**src/cdas_pkg.sv**
```systemverilog
// Package for the Gregorian date shifter: field widths, range limits and
// the calendar tables (month lengths, days before a month, leap test).
// No dependencies; used by the top level and by its checker.
package cdas_pkg;

  localparam int YearW   = 14;
  localparam int MonthW  = 4;
  localparam int DayW    = 5;
  localparam int CountW  = 16;
  localparam int DistW   = 18;
  localparam int CycW    = 9;
  localparam int InDataW  = 40;
  localparam int OutDataW = 24;

  typedef logic [YearW-1:0]  year_t;
  typedef logic [MonthW-1:0] month_t;
  typedef logic [DayW-1:0]   day_t;
  typedef logic [CycW-1:0]   cyc_t;

  localparam year_t  YEAR_MAX  = 14'd9999;
  localparam year_t  CYCLE_LEN = 14'd400;
  localparam cyc_t   CYCLE_TOP = 9'd399;
  localparam month_t MONTH_JAN = 4'd1;
  localparam month_t MONTH_FEB = 4'd2;
  localparam month_t MONTH_DEC = 4'd12;
  localparam day_t   DAY_FIRST = 5'd1;
  localparam day_t   DAY_LAST  = 5'd31;

  // Leap test on the year's position within the 400-year cycle.
  function automatic logic is_leap(input cyc_t r);
    logic century;
    century = (r == 9'd100) || (r == 9'd200) || (r == 9'd300);
    return (r[1:0] == 2'b00) && !century;
  endfunction

  function automatic logic [CycW-1:0] days_before_month(input month_t m);
    logic [CycW-1:0] v;
    case (m)
      4'd2:    v = 9'd31;
      4'd3:    v = 9'd59;
      4'd4:    v = 9'd90;
      4'd5:    v = 9'd120;
      4'd6:    v = 9'd151;
      4'd7:    v = 9'd181;
      4'd8:    v = 9'd212;
      4'd9:    v = 9'd243;
      4'd10:   v = 9'd273;
      4'd11:   v = 9'd304;
      4'd12:   v = 9'd334;
      default: v = 9'd0;
    endcase
    return v;
  endfunction

  function automatic day_t month_len(input month_t m, input logic leap);
    day_t v;
    case (m)
      4'd2:                     v = leap ? 5'd29 : 5'd28;
      4'd4, 4'd6, 4'd9, 4'd11:  v = 5'd30;
      default:                  v = 5'd31;
    endcase
    return v;
  endfunction

endpackage

```
**src/calendar_date_add_subtract_days.sv**
```systemverilog
// Top level of the Gregorian date shifter: stream ports and the sequencer
// that drives one shared day-offset adder. Depends on cdas_pkg.
//
// Usage: a start date, an operation (add or subtract) and a day count come
// in as one transaction on the in_ channel; one transaction with the
// resulting date leaves on the out_ channel. out_tuser flags a result
// outside the years 0000..9999; the date then saturates to 0000-01-01 or
// 9999-12-31.
// Sequence: the start year is reduced modulo 400, the day offset within
// the year is formed, the offset is walked one year at a time and then one
// month at a time, and the output register is loaded. The year and month
// walks both go through the shared adder. One transaction is worked on
// at a time; in_tready is high only while the sequencer is idle.
// The output register holds a finished result while the receiver stalls;
// a new transaction may be taken meanwhile, and its result waits in the
// sequencer until the output register is free.
// Reset (rst_n low, synchronous) returns the sequencer to idle and empties
// the output register.
module calendar_date_add_subtract_days
  import cdas_pkg::*;
(
  input  logic                clk,
  input  logic                rst_n,
  input  logic                in_tvalid,
  output logic                in_tready,
  // start_year[13:0], start_month[17:14], start_day[22:18], day_count[38:23]
  input  logic [InDataW-1:0]  in_tdata,
  // operation[0]
  input  logic                in_tuser,
  output logic                out_tvalid,
  input  logic                out_tready,
  // result_year[13:0], result_month[17:14], result_day[22:18]
  output logic [OutDataW-1:0] out_tdata,
  // out_of_range[0]
  output logic                out_tuser
);

  localparam logic [2:0] S_IDLE  = 3'd0;
  localparam logic [2:0] S_MOD   = 3'd1;
  localparam logic [2:0] S_INIT  = 3'd2;
  localparam logic [2:0] S_YEAR  = 3'd3;
  localparam logic [2:0] S_MONTH = 3'd4;
  localparam logic [2:0] S_DONE  = 3'd5;

  localparam logic [1:0] K_OK    = 2'd0;
  localparam logic [1:0] K_UNDER = 2'd1;
  localparam logic [1:0] K_OVER  = 2'd2;

  logic [2:0]              state_r, state_nxt;
  logic [1:0]              kind_r, kind_nxt;
  logic [2:0]              k_r, k_nxt;
  logic                    op_r, op_nxt;
  year_t                   year_r, year_nxt;
  year_t                   rem_r, rem_nxt;
  month_t                  mon_r, mon_nxt;
  day_t                    day_r, day_nxt;
  logic [CountW-1:0]       cnt_r, cnt_nxt;
  logic signed [DistW-1:0] d_r, d_nxt;
  logic                    out_valid_r, out_valid_nxt;
  year_t                   out_year_r, out_year_nxt;
  month_t                  out_mon_r, out_mon_nxt;
  day_t                    out_day_r, out_day_nxt;
  logic                    out_flag_r, out_flag_nxt;

  month_t                  in_mon;
  month_t                  in_mon_c;
  year_t                   sub_val;
  cyc_t                    r_cur, r_prev, r_next;
  logic                    leap_cur, leap_prev;
  logic signed [DistW-1:0] base, add_a, add_b, sum;

  assign in_mon   = in_tdata[17:14];
  assign in_mon_c = (in_mon == 4'd0) ? MONTH_JAN : ((in_mon > MONTH_DEC) ? MONTH_DEC : in_mon);

  assign sub_val   = CYCLE_LEN << k_r;
  assign r_cur     = rem_r[CycW-1:0];
  assign r_prev    = (r_cur == 9'd0) ? CYCLE_TOP : r_cur - 9'd1;
  assign r_next    = (r_cur == CYCLE_TOP) ? 9'd0 : r_cur + 9'd1;
  assign leap_cur  = is_leap(r_cur);
  assign leap_prev = is_leap(r_prev);

  assign base = $signed({{(DistW-CycW){1'b0}}, days_before_month(mon_r)})
              + $signed({{(DistW-1){1'b0}}, (mon_r > MONTH_FEB) && leap_cur})
              + $signed({{(DistW-DayW){1'b0}}, day_r})
              - 18'sd1;

  always_comb begin
    add_a = d_r;
    add_b = '0;
    case (state_r)
      S_INIT: begin
        add_a = base;
        add_b = op_r ? -$signed({2'b00, cnt_r}) : $signed({2'b00, cnt_r});
      end
      S_YEAR: begin
        if (d_r[DistW-1]) begin
          add_b = leap_prev ? 18'sd366 : 18'sd365;
        end else begin
          add_b = leap_cur ? -18'sd366 : -18'sd365;
        end
      end
      S_MONTH: begin
        add_b = -$signed({{(DistW-DayW){1'b0}}, month_len(mon_r, leap_cur)});
      end
      default: begin
        add_b = '0;
      end
    endcase
  end

  assign sum = add_a + add_b;

  always_comb begin
    state_nxt     = state_r;
    kind_nxt      = kind_r;
    k_nxt         = k_r;
    op_nxt        = op_r;
    year_nxt      = year_r;
    rem_nxt       = rem_r;
    mon_nxt       = mon_r;
    day_nxt       = day_r;
    cnt_nxt       = cnt_r;
    d_nxt         = d_r;
    out_valid_nxt = out_valid_r;
    out_year_nxt  = out_year_r;
    out_mon_nxt   = out_mon_r;
    out_day_nxt   = out_day_r;
    out_flag_nxt  = out_flag_r;

    if (out_valid_r && out_tready) begin
      out_valid_nxt = 1'b0;
    end

    case (state_r)
      S_IDLE: begin
        if (in_tvalid) begin
          op_nxt    = in_tuser;
          year_nxt  = in_tdata[13:0];
          rem_nxt   = in_tdata[13:0];
          mon_nxt   = in_mon_c;
          day_nxt   = in_tdata[22:18];
          cnt_nxt   = in_tdata[38:23];
          k_nxt     = 3'd5;
          kind_nxt  = K_OK;
          state_nxt = S_MOD;
        end
      end
      S_MOD: begin
        if (rem_r >= sub_val) begin
          rem_nxt = rem_r - sub_val;
        end
        k_nxt = k_r - 3'd1;
        if (k_r == 3'd0) begin
          state_nxt = S_INIT;
        end
      end
      S_INIT: begin
        d_nxt     = sum;
        state_nxt = S_YEAR;
      end
      S_YEAR: begin
        if (d_r[DistW-1]) begin
          if (year_r == '0) begin
            kind_nxt  = K_UNDER;
            state_nxt = S_DONE;
          end else begin
            year_nxt = year_r - 14'd1;
            rem_nxt  = {{(YearW-CycW){1'b0}}, r_prev};
            d_nxt    = sum;
          end
        end else if (year_r > YEAR_MAX) begin
          kind_nxt  = K_OVER;
          state_nxt = S_DONE;
        end else if (!sum[DistW-1]) begin
          if (year_r == YEAR_MAX) begin
            kind_nxt  = K_OVER;
            state_nxt = S_DONE;
          end else begin
            year_nxt = year_r + 14'd1;
            rem_nxt  = {{(YearW-CycW){1'b0}}, r_next};
            d_nxt    = sum;
          end
        end else begin
          mon_nxt   = MONTH_JAN;
          state_nxt = S_MONTH;
        end
      end
      S_MONTH: begin
        if ((mon_r < MONTH_DEC) && !sum[DistW-1]) begin
          d_nxt   = sum;
          mon_nxt = mon_r + 4'd1;
        end else begin
          state_nxt = S_DONE;
        end
      end
      S_DONE: begin
        if (!out_valid_r || out_tready) begin
          out_valid_nxt = 1'b1;
          case (kind_r)
            K_UNDER: begin
              out_year_nxt = '0;
              out_mon_nxt  = MONTH_JAN;
              out_day_nxt  = DAY_FIRST;
              out_flag_nxt = 1'b1;
            end
            K_OVER: begin
              out_year_nxt = YEAR_MAX;
              out_mon_nxt  = MONTH_DEC;
              out_day_nxt  = DAY_LAST;
              out_flag_nxt = 1'b1;
            end
            default: begin
              out_year_nxt = year_r;
              out_mon_nxt  = mon_r;
              out_day_nxt  = d_r[DayW-1:0] + 5'd1;
              out_flag_nxt = 1'b0;
            end
          endcase
          state_nxt = S_IDLE;
        end
      end
      default: begin
        state_nxt = S_IDLE;
      end
    endcase
  end

  always_ff @(posedge clk) begin
    if (!rst_n) begin
      state_r     <= S_IDLE;
      out_valid_r <= 1'b0;
    end else begin
      state_r     <= state_nxt;
      out_valid_r <= out_valid_nxt;
    end
  end

  always_ff @(posedge clk) begin
    kind_r     <= kind_nxt;
    k_r        <= k_nxt;
    op_r       <= op_nxt;
    year_r     <= year_nxt;
    rem_r      <= rem_nxt;
    mon_r      <= mon_nxt;
    day_r      <= day_nxt;
    cnt_r      <= cnt_nxt;
    d_r        <= d_nxt;
    out_year_r <= out_year_nxt;
    out_mon_r  <= out_mon_nxt;
    out_day_r  <= out_day_nxt;
    out_flag_r <= out_flag_nxt;
  end

  assign in_tready  = (state_r == S_IDLE);
  assign out_tvalid = out_valid_r;
  assign out_tdata  = {1'b0, out_day_r, out_mon_r, out_year_r};
  assign out_tuser  = out_flag_r;

endmodule

```
**config.mk**
```make
export PLATFORM = sky130hd
export DESIGN_NAME = calendar_date_add_subtract_days
export DESIGN_NICKNAME = d
export VERILOG_FILES = /design/src/cdas_pkg.sv /design/src/calendar_date_add_subtract_days.sv
export SDC_FILE = /design/constraint.sdc
export NUM_CORES = 1
export LEC_CHECK = 0
export BUFFER_PORTS_ARGS = -buffer_cell sky130_fd_sc_hd__buf_2
export CORE_UTILIZATION = 65
export DETAILED_ROUTE_END_ITERATION = 10
export GPL_ROUTABILITY_DRIVEN = 0
export HOLD_SLACK_MARGIN = 0.03
export PLACE_DENSITY = 0.83
export SETUP_SLACK_MARGIN = 0.1
export SKIP_LAST_GASP = 1
export SYNTH_ARGS = -nofsm -noshare
export SYNTH_HDL_FRONTEND = slang
export SYNTH_SLANG_ARGS = --single-unit
```
**constraint.sdc**
```tcl
create_clock -name clk -period 12.15 [get_ports clk]
set_input_delay 1.8225 -clock clk [delete_from_list [all_inputs] [get_ports clk]]
set_output_delay 1.8225 -clock clk [all_outputs]
set_load 0.05 [all_outputs]
```
==> results.md, run 1 <==
* Post-Route Setup TNS at 0 ns
* Share of cells above drive strength 1 at between 10% and 20%
* Fin nets at 1103
* Placed cell areas at 0.00893 sq mm
* Clock latency on the worst-skew pair at around 0.43 ns
* Comb pwr share at between 40% and 50%
* Chip width at 116 microns
* HP Class: reg -> reg
* Synth unique cells at between 70 and 80
* HPWL after DPL at 13800 microns
* Area of the die at 0.0135 sq mm
* Core ar. at about 0.013 sq mm
* Synth Area per Inst at a little over 9 sq um
* Top_reg_cell synth: edfxtp_1
* Leakage at just over 0.004 uW
* DR pass1 iterations at 5
* Fin crit period at between 7 and 8 ns
* DR vias at roughly 7k
* Antenna-violating nets left at 0
* Vias in the first global route at roughly 6.3k
* Num CTS Buffers at 17
* Post-CTS Resized at 0
* Max rail drop VDD at approximately 0.15 mV
* Final Slew Violations at 0
* Setup Buffers After CTS at 0
* Synthesized flop and latch total at ~110
* Hold_buf cts at 0
* Max incr delay on CP at between 0.5 and 0.6 ns
* Flop-to-flop setup slack at 4.55 ns
* Net Switching at 1040 uW
* CTS Sinks at between 100 and 150
* RSZ-0062 raised after global routing: no
* CP max FO at 12
* Avg Vias per Cell at 6.02
* Syn. warnings at 0
* Ports at 72
* Chip height at approximately 120 microns
* WL/cell at between 15 and 20 microns
* Final setup viols at 0
* Peak Freq at approximately 130 MHz
* Max-cap violations at 0
* Post-synth EDFFs at just over 100
* Worst Setup Start Kind: flip-flop
* Clock share of power at a little over a fifth
* TritonCTS clock tree: yes
* Sw frac at between 40 and 50%
* Crit path kind: reg -> reg
* Synth async-reset ratio at 0%
* Row count at 41
* Hold violation total from the final report at 0
* Clock skew at a little under 0.008 ns
* IO Port Bufs at 69
* CTS clock-pin slew for the worst setup and hold paths at about 0.06 ns
* Clock Path Buffers at 2
* DRC Markers at 0
* Syn Inst Count at between 900 and 1k
* Worst path slowest cell: edfxtp_1
* Post-Syn Area at 0.00844 sq mm
* Reg power frac at between 20% and 30%
* Synthesized Nets at 1040
* Synth top area cells: edfxtp_1 (36%), ha_1 (12%), o21ai_0 (5.5%), nand2_1 (4.2%), xor2_1 (3.7%)
* GRT Util Overall at 29.7%
* Worst Max-Slew Pin Slew at roughly 1.1 ns
* Layout area overhead at 13.4%
* Fin crit share at a little over three fifths
* Largest net degree at the start of global routing at 43
* Diode count at 0
* Grt ovf at 0
* WP data arrival at around 7.9 ns
* Initial drt markers at just over 600
* Clock root buffer master: clkbuf_16
* Crit path capture type: flip-flop
* First-pass GRT wire length at roughly 30000 microns
* H-tree Lvls at 4
* Initial core utilization at approximately two thirds
* Final instance area at 0.00957 sq mm
* Final wirelength at around 19000 microns
* Worst EP required at 12.45 ns
* Cell Int Power at roughly 1500 uW
* Initial antenna violation count at 0
* Largest area contributor in the synthesized netlist: edfxtp_1
* Yosys top cell area share at between 30 and 40%
* P per Cell Area at around 260 mW/mm^2
* Sequential fraction of the synthesis area at around 39%
* Status: completed
* Max transition margin at between 20% and 30%
## metal layers
layer | vias to the layer above | global-route usage, % | wire [microns]
li1 | 3425 | - | -
met4 | 0 | 10.7 | 355
met3 | 29 | 6.64 | 1290
met2 | 295 | 47.4 | 8840
met5 | - | 0 | 0
met1 | 3229 | 39.8 | 8690
## cell usage in the layout, fill, tap and decap left out, drive strengths merged, types with 10 or more instances in the layout
cell type | synthesis | routed
clkbuf | 29 | 18
nand2 | 95 | 95
nor2b | 10 | 10
nand3 | 13 | 13
inv | 65 | 66
xnor2 | 29 | 29
and2 | 10 | 10
nor2 | 63 | 63
nand2b | 17 | 17
buf | 3 | 76
dfxtp | 13 | 13
nor3 | 20 | 20
a21o | 19 | 19
o21ai | 97 | 97
a21oi | 60 | 60
xor2 | 37 | 37
edfxtp | 101 | 101
ha | 80 | 80
## power groups by stage
| stage | registers [uW] | clock network, uW | logic (uW) |
|---|---|---|---|
| 3_5_place_dp | 719 | 0 | 1220 |
| 2_1_floorplan | 659 | 0 | 1010 |
| 4_1_cts | 713 | 549 | 1240 |
| 6_report | 717 | 547 | 1260 |
| 5_1_grt | 730 | 564 | 1400 |
| 3_3_place_gp | 714 | 0 | 1180 |
## registers in the layout, indices dropped and copies added, names as in the netlist, 2 cells and up, named ones only
signal      flops
d_r            18
cnt_r          16
out_year_r     14
rem_r          14
year_r         14
day_r           5
out_day_r       5
mon_r           4
out_mon_r       4
k_r             3
state_r         3
kind_r          2
## cell type report
cell class	instances	area, sq um
clock buffers	18	429
well taps	172	215
fillers	916	3050
flip-flops and latches	114	3290
repair buffers	76	398
multi-input cells	701	4780
inverters	65	246
clock inverters	14	210
## worst paths after layout
path / end / cells past startpoint / start
max reg2reg: flip-flop / 34 / rem_r[2]
min reg2reg: out_tvalid / 2 / out_tvalid
min: out_tvalid / 2 / out_tvalid
max: flip-flop / 34 / rem_r[2]
## kinds of logic after synthesis
group                      share of synthesized area [%]
muxes                                               1.62
other                                             0.0444
AOI/OAI and AO/OA                                   18.6
DFF                                                 39.0
and+or+nand+nor                                     16.8
adders and majority gates                           12.6
xor gates and xnor gates                            7.02
buffers and inverters                               4.40
## cells in the mapped netlist, types with 5 or more instances
| master | number |
|---|---|
| edfxtp_1 | 101 |
| nand2_1 | 95 |
| o21ai_0 | 92 |
| ha_1 | 80 |
| inv_1 | 62 |
| nor2_1 | 61 |
| a21oi_1 | 60 |
| xor2_1 | 36 |
| clkbuf_1 | 29 |
| xnor2_1 | 28 |
| nor3_1 | 20 |
| a21o_1 | 19 |
| nand2b_1 | 16 |
| dfxtp_1 | 13 |
| nand3_1 | 13 |
| and2_1 | 10 |
| nor2b_1 | 10 |
| a211oi_1 | 9 |
| o31ai_1 | 9 |
| mux2i_1 | 8 |
| o21a_1 | 8 |
| a31oi_1 | 7 |
| nand4_1 | 7 |
| or3_1 | 7 |
| and3_1 | 6 |
| nor3b_1 | 6 |
| o21bai_1 | 6 |
| nand3b_1 | 5 |
| nor4_1 | 5 |
| o221ai_1 | 5 |
| o41ai_1 | 5 |
## through the flow
step	total power [uW]	instances	hold slack, ns	util [%]	setup WS, ns
floorplan	1670	912	0.551	-	5.58
global placement	1900	1128	0.473	70.8	4.93
detailed placement	1940	1128	0.500	70.8	4.74
CTS	2510	1160	0.510	75.9	4.70
global route	2690	1160	0.549	75.9	4.02
finish	2520	1160	0.509	75.9	4.55
## worst max-delay path: cells and delay by family, from the launching register on
kind            cells  cell delay [ns]
mux                 2             0.50
flops               1             0.58
fa+ha+maj           5             1.36
buf+inv             4             0.37
compound gates     14             2.59
xor+xnor            3             0.62
simple gates        6             1.43
No activity file was read; power rests on OpenSTA's default activity.
==> run 2, diff against run 1 <==
- CORE_UTILIZATION: 65 -> 55
- PLACE_DENSITY: 0.83 -> 0.74
- clock period: 12.15 -> 6.4 ns (I/O delays scaled with it)
==> run 2 against run 1 <==
Clock skew hardly changed. Final area is 6.9% higher. Critical path depth grew 3. Setup slack worse by 4.4 ns. Routed wire length up 8.6%. Via count is 4.5% higher. Largest power group unchanged. Sequential share of layout area down 2.2 points. Clock power grew 65%. Global-route usage decreased by 2.8 points. Core utilization decreased by 6.5 points.
==> results.md, run 2 (synthesis results as in run 1) <==
* Clock share of power at between 10% and 20%
* Final Slew Violations at 0
* Clock Path Buffers at 2
* Chip width at 126 microns
* Initial drt markers at 563
* Min-delay src: out_tvalid
* FF-to-FF path depth at 37
* Share of cells above drive strength 1 at a little over a fifth
* Clock root buffer master: clkbuf_16
* Final setup viols at 0
* Largest regs: d_r: 18 flops, cnt_r: 16 flops
* Reg power frac at between 20% and 30%
* Largest net degree at the start of global routing at 43
* Initial core utilization at a little under three fifths
* Crit path capture type: flip-flop
* CP Buf/Inv Count at 9
* Layout Utilization at a little over two thirds
* Row count at 44
* Status: completed
* Post-Route Setup TNS at 0 ns
* Diode count at 0
* Net Switching at 2120 uW
* Hold violation total from the final report at 0
* Number of cells on the critical path at 37
* Initial antenna violation count at 0
* Comb pwr share at approximately 57%
* Flop-to-flop setup slack at between 0.1 and 0.15 ns
* Core ar. at 0.0148 sq mm
* Layout area overhead at 21.2%
* GRT Util Overall at roughly 27%
* DR pass1 iterations at 5
* Reg2reg start: rem_r[3]
* Chip height at ~130 microns
* DRT met1 WL at roughly 9600 microns
* Fin nets at between 1k and 1.5k
* Num CTS Buffers at 17
* Routed met3 length at roughly 1300 microns
* Max reg flops at 18
* Max rail drop VDD at 0.244 mV
* Final wirelength at between 20000 and 25000 microns
* CP max FO at 8
* Antenna-violating nets left at 0
* Commonest non-fill, non-tap cell in the layout: edfxtp_1
* Top delay family on crit path: compound AO/OA/AOI/OAI gates
* HP Class: reg -> reg
* HPWL after DPL at between 10000 and 15000 microns
* Top reg by flops: d_r
* Max incr delay on CP at 0.45 ns
* Worst setup margin at about 0.12 ns
* FF+latch area at 0.00329 sq mm
* Max-cap violations at 0
* Peak Freq at roughly 160 MHz
* Worst path slowest cell: edfxtp_1
* First-pass GRT wire length at between 30000 and 40000 microns
* Ports at between 70 and 80
* WP data arrival at between 6 and 7 ns
* Commonest non-fill, non-tap cells in the layout: edfxtp_1 (101), nand2_1 (94), o21ai_0 (87)
* Cell Int Power at 3010 uW
* Clock latency on the worst-skew pair at roughly 0.43 ns
* CTS Sinks at around 110
* Worst Setup Start Kind: flip-flop
* Crit. Startpoint: rem_r[3]
* Sw frac at 41.3%
* Avg Vias per Cell at roughly 5.9
* CP most frequent cell: buf_4
* Crit path kind: reg -> reg
* Max transition margin at a little under a quarter
* Fin crit share at 98.1%
* WL/cell at 16.8 microns
* Area of the die at roughly 0.016 sq mm
* H-tree Lvls at 4
* Pre-CTS setup slack at -0.0970 ns
* Leakage at 0.00444 uW
* Clock skew at roughly 0.0080 ns
* Layout fillers at about 1.2k
* Worst Max-Slew Pin Slew at between 1 and 1.5 ns
* DR vias at between 7k and 8k
* Grt ovf at 0
* IO Port Bufs at 69
* Combined area of the multi-input logic cells at between 0.004 and 0.005 sq mm
* Worst EP required at around 6.7 ns
* TritonCTS clock tree: yes
* RSZ-0062 raised after global routing: yes
* CTS clock-pin slew for the worst setup and hold paths at 0.06 ns
* DR WL met2 at around 9600 microns
* DRC Markers at 0
* Hold_buf cts at 0
* Total Power at ~5100 uW
* Fin crit period at approximately 6.3 ns
* Vias in the first global route at ~6.8k
* P per Cell Area at 501 mW/mm^2
* Top routing layer used: met4
-- run 2: changes by cell type in the layout (fill, tap and decap cells not counted), sizes merged --
cell,previous run,this run
clkinv,4,8
clkbuf,18,19
buf,76,144
inv,66,65
clkinvlp,4,3
bufinv,5,2
-- run 2: what timing repair did --
| action | 4_1_cts | 5_1_grt |
|---|---|---|
| cloned | 0 | 2 |
| pin swaps | 23 | 24 |
| setup endpoints to repair | 8 | 63 |
| setup buffers | 10 | 8 |
| gates resized for setup | 20 | 29 |
-- run 2: final cells by class --
class                           count  share of cell area, %
Timing Repair Buffer              145                   9.06
Clock buffer                       18                   4.19
Clock inverter                     13                   1.17
Tap cell                          184                   2.25
Multi-Input combinational cell    701                   48.7
Sequential cell                   114                   32.2
Inverter                           65                   2.43
-- run 2: how the worst min path moves through the flow --
stage	cells after the start	endpoint	slack, ns
global route	2	out_tvalid	0.54
finish	2	out_tvalid	0.51
detailed placement	2	out_tvalid	0.51
CTS	2	out_tvalid	0.52
floorplan	1	out_year_r[11]	0.55
global placement	2	out_tvalid	0.49
-- run 2: power groups by stage --
| stage | logic [uW] | clock network (uW) | registers [uW] |
|---|---|---|---|
| floorplan | 1940 | 0 | 1250 |
| global placement | 2570 | 0 | 1290 |
| CTS | 2770 | 914 | 1290 |
| detailed placement | 2640 | 0 | 1290 |
| global route | 3250 | 941 | 1320 |
| finish | 2930 | 904 | 1290 |
-- run 2: per-layer routing --
layer / vias up / global-route usage (%)
li1: 3582 / -
met1: 3393 / 37.2
met2: 285 / 42.3
met3: 32 / 4.84
met4: 0 / 9.50
met5: - / 0
-- run 2: per-stage QoR --
step	hold WS [ns]	instances	cell area (sq um)
finish	0.510	1240	10200
global route	0.544	1240	10200
floorplan	0.551	912	8470
detailed placement	0.509	1189	9330
global placement	0.490	1189	9330
CTS	0.518	1230	10000
-- run 2: worst min-delay path, stage by stage (launching register included) --
cell and delay (ns):
dfxtp_1 0.32, nand2b_1 0.06, a21boi_0 0.08
